**config.mk**
```make
export PLATFORM = sky130hd
export DESIGN_NAME = counting_semaphore_table
export DESIGN_NICKNAME = d
export VERILOG_FILES = /design/src/rtl/core/cst_pkg.sv /design/src/rtl/core/cst_ram.sv /design/src/rtl/core/cst_ctrl.sv /design/src/rtl/core/cst_datapath.sv /design/src/rtl/core/counting_semaphore_table.sv
export SDC_FILE = /design/constraint.sdc
export NUM_CORES = 2
export LEC_CHECK = 0
export BUFFER_PORTS_ARGS = -buffer_cell sky130_fd_sc_hd__buf_2
export CELL_PAD_IN_SITES_DETAIL_PLACEMENT = 0
export CELL_PAD_IN_SITES_GLOBAL_PLACEMENT = 2
export CORE_MARGIN = 2
export CORE_UTILIZATION = 30
export CTS_CLUSTER_SIZE = 24
export DETAILED_ROUTE_END_ITERATION = 8
export PLACE_DENSITY_LB_ADDON = 0.1
export SLEW_MARGIN = 20
export SYNTH_ARGS = -nofsm -noshare
export SYNTH_HDL_FRONTEND = slang
export SYNTH_SLANG_ARGS = --single-unit
```
**constraint.sdc**
```tcl
create_clock -name clk -period 7.4 [get_ports clk]
set_clock_uncertainty 0.1 [all_clocks]
set_input_delay 1.11 -clock clk [delete_from_list [all_inputs] [get_ports clk]]
set_output_delay 1.11 -clock clk [all_outputs]
set_load 0.01 [all_outputs]
```
**src/rtl/core/cst_pkg.sv**
```systemverilog
package cst_pkg;

  localparam int NUM_SLOTS_DEF   = 16;
  localparam int QUEUE_DEPTH_DEF = 8;

  localparam int KIND_W    = 2;
  localparam int STAT_W    = 2;
  localparam int IDENT_W   = 16;
  localparam int COUNT_W   = 16;
  localparam int START_W   = 15;
  localparam int TASK_W    = 8;
  localparam int NEXT_W    = 17;
  localparam int IN_DATA_W = 40;
  localparam int OUT_DATA_W = 32;

  typedef enum logic [KIND_W-1:0] {
    KIND_CREATE = 2'd0,
    KIND_DOWN   = 2'd1,
    KIND_UP     = 2'd2,
    KIND_CLOSE  = 2'd3
  } kind_t;

  typedef enum logic [STAT_W-1:0] {
    ST_OK      = 2'd0,
    ST_INVALID = 2'd1,
    ST_NOSPACE = 2'd2
  } status_t;

  localparam logic signed [COUNT_W-1:0] COUNT_MAX = 16'sh7FFF;
  localparam logic signed [COUNT_W-1:0] COUNT_MIN = 16'sh8000;

  // commands from the controller to the datapath
  typedef struct packed {
    logic accept;
    logic scan;
    logic exec;
    logic wake_cap;
    logic load_out;
  } cst_cmd_t;

  // status from the datapath to the controller
  typedef struct packed {
    logic hit;
    logic miss;
    logic is_create;
    logic wake;
    logic out_free;
  } cst_sts_t;

endpackage

```
**src/rtl/core/cst_ram.sv**
```systemverilog
module cst_ram #(
  parameter int WIDTH = 8,
  parameter int DEPTH = 16,
  localparam int AW = (DEPTH > 1) ? $clog2(DEPTH) : 1
) (
  input  logic             clk,
  input  logic             we,
  input  logic [AW-1:0]    waddr,
  input  logic [WIDTH-1:0] wdata,
  input  logic [AW-1:0]    raddr,
  output logic [WIDTH-1:0] rdata
);

  logic [WIDTH-1:0] mem [DEPTH];
  logic [WIDTH-1:0] rdata_r;

  always_ff @(posedge clk) begin
    if (we) begin
      mem[waddr] <= wdata;
    end
    rdata_r <= mem[raddr];
  end

  assign rdata = rdata_r;

endmodule

```
**src/rtl/core/cst_ctrl.sv**
```systemverilog
module cst_ctrl
  import cst_pkg::*;
(
  input  logic     clk,
  input  logic     rst_n,
  input  logic     in_tvalid,
  output logic     in_tready,
  input  cst_sts_t sts,
  output cst_cmd_t cmd
);

  typedef enum logic [4:0] {
    S_IDLE   = 5'b00001,
    S_SCAN   = 5'b00010,
    S_EXEC   = 5'b00100,
    S_WAKE   = 5'b01000,
    S_FINISH = 5'b10000
  } state_t;

  state_t state_r, state_nxt;

  always_comb begin
    state_nxt = state_r;
    cmd       = '0;
    in_tready = 1'b0;
    case (state_r)
      S_IDLE: begin
        in_tready  = 1'b1;
        cmd.accept = in_tvalid;
        if (in_tvalid) begin
          state_nxt = S_SCAN;
        end
      end
      S_SCAN: begin
        cmd.scan = 1'b1;
        if (sts.hit) begin
          state_nxt = sts.is_create ? S_FINISH : S_EXEC;
        end else if (sts.miss) begin
          state_nxt = S_FINISH;
        end
      end
      S_EXEC: begin
        cmd.exec  = 1'b1;
        state_nxt = sts.wake ? S_WAKE : S_FINISH;
      end
      S_WAKE: begin
        cmd.wake_cap = 1'b1;
        state_nxt    = S_FINISH;
      end
      S_FINISH: begin
        // hold the result until the output register frees up
        cmd.load_out = sts.out_free;
        if (sts.out_free) begin
          state_nxt = S_IDLE;
        end
      end
      default: begin
        state_nxt = S_IDLE;
      end
    endcase
  end

  always_ff @(posedge clk) begin
    if (!rst_n) begin
      state_r <= S_IDLE;
    end else begin
      state_r <= state_nxt;
    end
  end

endmodule

```
**src/rtl/core/cst_datapath.sv**
```systemverilog
module cst_datapath
  import cst_pkg::*;
#(
  parameter int NUM_SLOTS   = NUM_SLOTS_DEF,
  parameter int QUEUE_DEPTH = QUEUE_DEPTH_DEF
) (
  input  logic                  clk,
  input  logic                  rst_n,
  input  cst_cmd_t              cmd,
  output cst_sts_t              sts,
  input  logic [IN_DATA_W-1:0]  in_tdata,
  input  logic [KIND_W-1:0]     in_tuser,
  output logic                  out_tvalid,
  input  logic                  out_tready,
  output logic [OUT_DATA_W-1:0] out_tdata,
  output logic [STAT_W-1:0]     out_tuser
);

  localparam int SW  = (NUM_SLOTS > 1) ? $clog2(NUM_SLOTS) : 1;
  localparam int CW  = $clog2(NUM_SLOTS + 1);
  localparam int QW  = (QUEUE_DEPTH > 1) ? $clog2(QUEUE_DEPTH) : 1;
  localparam int FW  = $clog2(QUEUE_DEPTH + 1);
  localparam int PSW = FW + 1;
  localparam int QD_TOTAL = NUM_SLOTS * QUEUE_DEPTH;
  localparam int AW  = (QD_TOTAL > 1) ? $clog2(QD_TOTAL) : 1;
  localparam int SLOT_W = IDENT_W + COUNT_W;

  // operation latched at accept
  kind_t               op_kind_r;
  logic [IDENT_W-1:0]  op_ident_r;
  logic [START_W-1:0]  op_start_r;
  logic [TASK_W-1:0]   op_task_r;

  // slot scan
  logic [CW-1:0]       scan_cnt_r;
  logic                chk_vld_r;
  logic [SW-1:0]       chk_idx_r;
  logic                issue;
  logic                chk_used;
  logic                match;

  // per-slot control state
  logic [NUM_SLOTS-1:0] slot_used_r;
  logic [QW-1:0]        wait_head_r [NUM_SLOTS];
  logic [FW-1:0]        wait_fill_r [NUM_SLOTS];
  logic [NEXT_W-1:0]    next_ident_r;

  // found slot
  logic [SW-1:0]               slot_r;
  logic signed [COUNT_W-1:0]   count_r;

  // slot RAM: ident in the low half, count in the high half
  logic              slot_we;
  logic [SW-1:0]     slot_waddr;
  logic [SLOT_W-1:0] slot_wdata;
  logic [SLOT_W-1:0] slot_rdata;

  // queue RAM
  logic              q_we;
  logic [AW-1:0]     q_waddr;
  logic [AW-1:0]     q_raddr;
  logic [AW-1:0]     q_base;
  logic [TASK_W-1:0] q_rdata;

  // execute step
  logic [FW-1:0]             fill;
  logic [QW-1:0]             head;
  logic [QW-1:0]             head_nxt;
  logic [PSW-1:0]            pos_sum;
  logic [QW-1:0]             tail_pos;
  logic signed [COUNT_W-1:0] cnt_dec;
  logic signed [COUNT_W-1:0] cnt_inc;
  logic signed [COUNT_W-1:0] cnt_nxt;
  logic                      down_floor;
  logic                      down_block;
  logic                      queue_full;
  logic                      up_wake;
  logic                      down_write;
  logic                      exhausted;
  logic                      create_ok;

  // result and output registers
  status_t             res_st_r;
  logic [IDENT_W-1:0]  res_cid_r;
  logic                res_blk_r;
  logic                res_woke_r;
  logic [TASK_W-1:0]   res_wtask_r;
  logic                out_vld_r;
  logic [OUT_DATA_W-1:0] out_data_r;
  logic [STAT_W-1:0]   out_user_r;

  assign issue     = scan_cnt_r < CW'(NUM_SLOTS);
  assign chk_used  = slot_used_r[chk_idx_r];
  assign match     = (op_kind_r == KIND_CREATE) ? !chk_used
                   : (chk_used && (slot_rdata[IDENT_W-1:0] == op_ident_r));
  assign exhausted = next_ident_r[NEXT_W-1];

  assign sts.hit       = chk_vld_r && match;
  assign sts.miss      = chk_vld_r && !match && (chk_idx_r == SW'(NUM_SLOTS - 1));
  assign sts.is_create = (op_kind_r == KIND_CREATE);
  assign sts.out_free  = !out_vld_r || out_tready;

  assign create_ok = cmd.scan && sts.hit && sts.is_create && !exhausted;

  always_comb begin
    fill       = wait_fill_r[slot_r];
    head       = wait_head_r[slot_r];
    cnt_dec    = count_r - 16'sd1;
    cnt_inc    = (count_r == COUNT_MAX) ? count_r : count_r + 16'sd1;
    down_floor = (count_r == COUNT_MIN);
    down_block = (count_r <= 16'sd0);
    queue_full = (fill >= FW'(QUEUE_DEPTH));
    up_wake    = (cnt_inc <= 16'sd0) && (fill != '0);
    down_write = !down_floor && (!down_block || !queue_full);
    pos_sum    = PSW'(head) + PSW'(fill);
    if (pos_sum >= PSW'(QUEUE_DEPTH)) begin
      pos_sum = pos_sum - PSW'(QUEUE_DEPTH);
    end
    tail_pos = pos_sum[QW-1:0];
    head_nxt = (head == QW'(QUEUE_DEPTH - 1)) ? '0 : head + QW'(1);
    cnt_nxt  = (op_kind_r == KIND_UP) ? cnt_inc : cnt_dec;
  end

  assign sts.wake = (op_kind_r == KIND_UP) && up_wake;

  // slot RAM port control
  always_comb begin
    if (cmd.scan) begin
      slot_we    = create_ok;
      slot_waddr = chk_idx_r;
      slot_wdata = {COUNT_W'(op_start_r), next_ident_r[IDENT_W-1:0]};
    end else begin
      slot_we    = cmd.exec && ((op_kind_r == KIND_UP)
                 || ((op_kind_r == KIND_DOWN) && down_write));
      slot_waddr = slot_r;
      slot_wdata = {cnt_nxt, op_ident_r};
    end
  end

  cst_ram #(
    .WIDTH(SLOT_W),
    .DEPTH(NUM_SLOTS)
  ) u_slot_ram (
    .clk  (clk),
    .we   (slot_we),
    .waddr(slot_waddr),
    .wdata(slot_wdata),
    .raddr(scan_cnt_r[SW-1:0]),
    .rdata(slot_rdata)
  );

  assign q_base  = AW'(slot_r) * AW'(QUEUE_DEPTH);
  assign q_waddr = q_base + AW'(tail_pos);
  assign q_raddr = q_base + AW'(head);
  assign q_we    = cmd.exec && (op_kind_r == KIND_DOWN) && !down_floor
                && down_block && !queue_full;

  cst_ram #(
    .WIDTH(TASK_W),
    .DEPTH(QD_TOTAL)
  ) u_queue_ram (
    .clk  (clk),
    .we   (q_we),
    .waddr(q_waddr),
    .wdata(op_task_r),
    .raddr(q_raddr),
    .rdata(q_rdata)
  );

  // operation latch, scan pointer, found slot
  always_ff @(posedge clk) begin
    if (cmd.accept) begin
      op_kind_r  <= kind_t'(in_tuser);
      op_ident_r <= in_tdata[15:0];
      op_start_r <= in_tdata[30:16];
      op_task_r  <= in_tdata[38:31];
      scan_cnt_r <= '0;
    end else if (cmd.scan && issue) begin
      scan_cnt_r <= scan_cnt_r + CW'(1);
    end
    if (cmd.scan) begin
      chk_idx_r <= scan_cnt_r[SW-1:0];
    end
    if (cmd.scan && sts.hit) begin
      slot_r  <= chk_idx_r;
      count_r <= slot_rdata[SLOT_W-1:IDENT_W];
    end
  end

  always_ff @(posedge clk) begin
    if (!rst_n) begin
      chk_vld_r <= 1'b0;
    end else if (cmd.accept) begin
      chk_vld_r <= 1'b0;
    end else if (cmd.scan) begin
      chk_vld_r <= issue;
    end
  end

  // per-slot state and identifier counter
  always_ff @(posedge clk) begin
    if (!rst_n) begin
      slot_used_r  <= '0;
      next_ident_r <= '0;
      for (int i = 0; i < NUM_SLOTS; i++) begin
        wait_head_r[i] <= '0;
        wait_fill_r[i] <= '0;
      end
    end else begin
      if (create_ok) begin
        slot_used_r[chk_idx_r] <= 1'b1;
        wait_head_r[chk_idx_r] <= '0;
        wait_fill_r[chk_idx_r] <= '0;
        next_ident_r           <= next_ident_r + NEXT_W'(1);
      end
      if (cmd.exec) begin
        case (op_kind_r)
          KIND_DOWN: begin
            if (q_we) begin
              wait_fill_r[slot_r] <= fill + FW'(1);
            end
          end
          KIND_UP: begin
            if (up_wake) begin
              wait_head_r[slot_r] <= head_nxt;
              wait_fill_r[slot_r] <= fill - FW'(1);
            end
          end
          KIND_CLOSE: begin
            if (fill == '0) begin
              slot_used_r[slot_r] <= 1'b0;
              wait_head_r[slot_r] <= '0;
            end
          end
          default: begin
          end
        endcase
      end
    end
  end

  // result being built
  always_ff @(posedge clk) begin
    if (cmd.accept) begin
      res_st_r    <= ST_OK;
      res_cid_r   <= '0;
      res_blk_r   <= 1'b0;
      res_woke_r  <= 1'b0;
      res_wtask_r <= '0;
    end else if (cmd.scan && (sts.hit || sts.miss)) begin
      if (sts.is_create) begin
        if (sts.miss || exhausted) begin
          res_st_r <= ST_NOSPACE;
        end else begin
          res_cid_r <= next_ident_r[IDENT_W-1:0];
        end
      end else if (sts.miss) begin
        res_st_r <= ST_INVALID;
      end
    end else if (cmd.exec) begin
      case (op_kind_r)
        KIND_DOWN: begin
          if (down_floor || (down_block && queue_full)) begin
            res_st_r <= ST_NOSPACE;
          end else begin
            res_blk_r <= down_block;
          end
        end
        KIND_UP: begin
          res_woke_r <= up_wake;
        end
        KIND_CLOSE: begin
          if (fill != '0) begin
            res_st_r <= ST_INVALID;
          end
        end
        default: begin
        end
      endcase
    end else if (cmd.wake_cap) begin
      res_wtask_r <= q_rdata;
    end
  end

  // output register
  always_ff @(posedge clk) begin
    if (cmd.load_out) begin
      out_user_r <= res_st_r;
      out_data_r <= {6'd0, res_wtask_r, res_woke_r, res_blk_r, res_cid_r};
    end
  end

  always_ff @(posedge clk) begin
    if (!rst_n) begin
      out_vld_r <= 1'b0;
    end else if (cmd.load_out) begin
      out_vld_r <= 1'b1;
    end else if (out_tready) begin
      out_vld_r <= 1'b0;
    end
  end

  assign out_tvalid = out_vld_r;
  assign out_tdata  = out_data_r;
  assign out_tuser  = out_user_r;

  a_hit_miss_excl: assert property (@(posedge clk) disable iff (!rst_n)
    !(sts.hit && sts.miss))
    else $error("slot scan reports hit and miss together");

  a_fill_bound: assert property (@(posedge clk) disable iff (!rst_n)
    cmd.exec |-> (fill <= FW'(QUEUE_DEPTH)))
    else $error("wait queue fill beyond depth");

  a_ident_step: assert property (@(posedge clk) disable iff (!rst_n)
    create_ok |=> (next_ident_r == $past(next_ident_r) + NEXT_W'(1)))
    else $error("identifier counter did not advance on create");

  a_blocked_ok: assert property (@(posedge clk) disable iff (!rst_n)
    res_blk_r |-> (res_st_r == ST_OK) && !res_woke_r)
    else $error("blocked result with failing status or wake");

endmodule

```
**src/rtl/core/counting_semaphore_table.sv**
```systemverilog
// The slot table is scanned one slot per cycle through the slot RAM read port;
// down, up and close add an execute step, and a wakeup one more queue read.
// Only one transaction is in flight at a time.
// Reset (rst_n low, synchronous): all slots free, queues empty, identifier
// counter at zero; slot and queue RAM contents are not cleared.
module counting_semaphore_table
  import cst_pkg::*;
#(
  parameter int NUM_SLOTS   = NUM_SLOTS_DEF,
  parameter int QUEUE_DEPTH = QUEUE_DEPTH_DEF
) (
  input  logic                  clk,
  input  logic                  rst_n,
  input  logic                  in_tvalid,
  output logic                  in_tready,
  input  logic [IN_DATA_W-1:0]  in_tdata,   // sem_ident, start_value, task_num, pad
  input  logic [KIND_W-1:0]     in_tuser,   // kind
  output logic                  out_tvalid,
  input  logic                  out_tready,
  output logic [OUT_DATA_W-1:0] out_tdata,  // created_ident, blocked, woke, woken_task, pad
  output logic [STAT_W-1:0]     out_tuser   // status
);

  cst_cmd_t cmd;
  cst_sts_t sts;

  cst_ctrl u_ctrl (
    .clk      (clk),
    .rst_n    (rst_n),
    .in_tvalid(in_tvalid),
    .in_tready(in_tready),
    .sts      (sts),
    .cmd      (cmd)
  );

  cst_datapath #(
    .NUM_SLOTS  (NUM_SLOTS),
    .QUEUE_DEPTH(QUEUE_DEPTH)
  ) u_datapath (
    .clk       (clk),
    .rst_n     (rst_n),
    .cmd       (cmd),
    .sts       (sts),
    .in_tdata  (in_tdata),
    .in_tuser  (in_tuser),
    .out_tvalid(out_tvalid),
    .out_tready(out_tready),
    .out_tdata (out_tdata),
    .out_tuser (out_tuser)
  );

endmodule
```
==> results.ini <==
[status]
status=completed

[synthesis]
syn_area_um2=73500
synth-edff-count=1741
synth_seq_area_share_pct=74.3
async_reset_ff_share_pct=0
synth_ff_type=edfxtp_1
yosys.cell_types.count=85
ys_top_cells_by_area=edfxtp_1 71%, mux4_2 9.5%, dfxtp_1 3.2%
syn_inst=4366
yosysWarnings=0
synth_top_cell_by_area=edfxtp_1
synth_top_area_share_pct=71.1
syn_avg_cell_area_um2=16.8
synth_seq_cells=1858

[power]
pwr-share-seq_pct=50.8
combPwrFrac_pct=4.0
power.density_nw_per_um2=270
ir_drop_mv=0.206
p_leak_nw=26.7
netSwitchingFraction_pct=22.2
internal-power_mw=17.9
pwr-share-clk_pct=45.2
p_switching_mw=5.10

[global_routing]
grt_pass1_wl_um=324000
grt_max_degree=93
grt-ovfl-total=0
grt_pass1_vias=40800
antenna_found_initial=12
grtUsageTotal_pct=18.2

[critical_path]
start_kind=register
critPathCaptureType=register
timing.reg2reg.worst_path_depth=11
slowest_stage=dfxtp_1
cpMostUsedCell=xnor2_1
rrSetupSlack_ns=1.82
critPathKind=reg -> reg
cp.arrival_ns=5.93
crit_chain=mux4_2 > mux2i_1 > mux2_8 > inv_8 > ha_1 > fa_1 > xnor2_1 > xnor2_1 > nand2_1 > buf_4 > nor2_1
crit_family=multiplexers
crit_required_ns=7.75
critPathBufInv=2
critPathMaxFanout=35
path_depth=11
critical_path.max_stage_delay_ns=0.77

[placement]
gp_congestion=0.755
dp_hpwl_um=140000
io_buffers=74
place_ws_ns=1.67

[floorplan]
coreArea_um2=243000
start_util_pct=30.2
die_h_um=499
die-area_um2=249000
boundaryPins=82
fp-row-count=181
die_width_um=499

[detailed_routing]
vias_per_cell=5.01
drtIter0Drc=3017
drt_wl_total_um=229000
ant_nets=0
dr.pass1.iters=7
vias=39700
wl_per_cell_um=28.9
drc=0

[sta]
drv_slew=0
worst_pin_slew_ns=1.21
tns_ns=0
grt_setup_unrepaired=no
period_minus_slack_ns=5.58
maxSlewHeadroom_pct=18.5
finalCritPeriodShare_pct=75.4
setup_ws_ns=1.82
fmax_ghz=0.179
hold_violations=0
setup_viol=0

[cts]
cts_tree=done
htreeDepth=4
clockRootBuffer=clkbuf_16
insertion_delay_ns=0.87
clk_pin_slew_ns=0.06
cts_buffer_depth=3
clkSinkCount=1858
postCtsSetupBuffers=0
cts_resized=0
cts-buffers-inserted=210
postCtsHoldBufs=0

[layout]
areaGrowthSynthToFinish_pct=15.6
nets=4583
layout-drive-gt1-share_pct=18.9
n_fill_cell=23000

[min_path]
hold_path_class=reg -> reg
min_path_cells=0

[run]
drv_cap=0

[power groups by stage]
stage	sequential, mW	combinational, mW	clock, mW
final	11.7	0.909	10.4
after detailed placement	11.9	0.939	0
after floorplan	11.9	0.490	0
after global placement	11.9	0.930	0
after CTS	11.7	0.940	10.7
after global routing	11.7	0.986	11.1
[kinds of logic (layout without fill, tap and decap cells)]
logic type | after synthesis | after routing | synth area share (%)
flops | 1858 | 1858 | 74.3
simple gates | 1293 | 1293 | 7.67
mux | 452 | 452 | 11.4
compound gates | 412 | 412 | 3.94
buf+inv | 281 | 618 | 1.76
xor+xnor | 56 | 56 | 0.667
fa+ha+maj | 13 | 13 | 0.235
other cells | 1 | 10 | 0.00510
[per-stage QoR]
stage          instance area (um2)  hold slack (ns)  utilization (%)  cells  total power [mW]
5_1_grt                      85000            0.245             34.9   7912              23.7
3_5_place_dp                 78100            0.292             32.1   7516              12.8
2_1_floorplan                73600            0.286                -   4371              12.4
3_3_place_gp                 78000            0.287             32.1   7516              12.8
6_report                     85000            0.304             34.9   7914              23.0
4_1_cts                      85000            0.219             34.9   7910              23.3
[per-layer routing]
metal	share of wire, %	GRT usage, %
met5	0.0057	0
met2	47	29.2
met3	3.4	2.36
met1	48	26.5
met4	1.8	3.85
[registers in the layout (all words and copies together) (netlist names), 2 cells and up, named ones only]
name                          flops
u_datapath.slot_r                 4
u_datapath.wait_head_r           48
u_datapath.op_ident_r            16
u_datapath.chk_idx_r              4
u_datapath.count_r               16
u_datapath.out_tuser              2
u_datapath.slot_used_r           16
u_datapath.wait_fill_r           64
u_datapath.u_queue_ram.rdata      8
u_datapath.res_cid_r             16
u_datapath.op_kind_r              2
u_datapath.scan_cnt_r             5
u_ctrl.state_r                    5
u_datapath.res_wtask_r            8
u_datapath.u_slot_ram.mem       512
u_datapath.u_slot_ram.rdata      32
u_datapath.op_start_r            15
u_datapath.out_tdata             26
u_datapath.next_ident_r          17
u_datapath.op_task_r              8
u_datapath.u_queue_ram.mem     1024
u_datapath.res_st_r               2
[layout by cell type (no fill, tap or decap), types with 73 or more instances in the layout]
cell       instances
edfxtp_1        1741
nand2_1          534
nor2_1           356
mux4_2           310
clkbuf_16        210
nand3_1          192
mux2i_1          135
buf_4            125
dfxtp_1          113
a21oi_1           75
buf_2             73
[final timing paths]
path | startpoint | to
worst max-delay path | register | u_datapath.u_queue_ram.mem[122][7]$_DFFE_PP_
worst min-delay path | u_datapath.u_slot_ram.rdata[21]$_DFF_P_ | u_datapath.count_r[5]$_DFFE_PP_
worst max register to register | register | u_datapath.u_queue_ram.mem[122][7]$_DFFE_PP_
worst min register to register | u_datapath.u_slot_ram.rdata[21]$_DFF_P_ | u_datapath.count_r[5]$_DFFE_PP_
[layout make-up]
| class | instances | area (um2) | share of cell area, % |
|---|---|---|---|
| multi-input cells | 2232 | 17900 | 21.1 |
| repair buffers | 204 | 1420 | 1.68 |
| inverters | 20 | 90.1 | 0.106 |
| diodes | 4 | 10.0 | 0.0118 |
| flip-flops and latches | 1858 | 54600 | 64.3 |
| clock buffers | 277 | 5640 | 6.63 |
| well taps | 3202 | 4010 | 4.71 |
| clock inverters | 117 | 1260 | 1.48 |
[cell usage after synthesis, drive strengths merged (39+ instances only)]
cell    count
a21oi      79
a31oi      58
buf       128
clkbuf    133
dfxtp     117
edfxtp   1741
mux2i     135
mux4      310
nand2     536
nand3     194
nand4      39
nor2      375
o21ai      67
xnor2      40
[worst reg2reg max path, stage by stage, from the launching register on]
cell and delay, ns:
dfxtp_1 0.77, mux4_2 0.64, mux2i_1 0.20, mux2_8 0.41, inv_8 0.20, ha_1 0.27
fa_1 0.43, xnor2_1 0.17, xnor2_1 0.37, nand2_1 0.46, buf_4 0.43, nor2_1 0.75
Note: power is estimated with default switching activity, not from simulation.
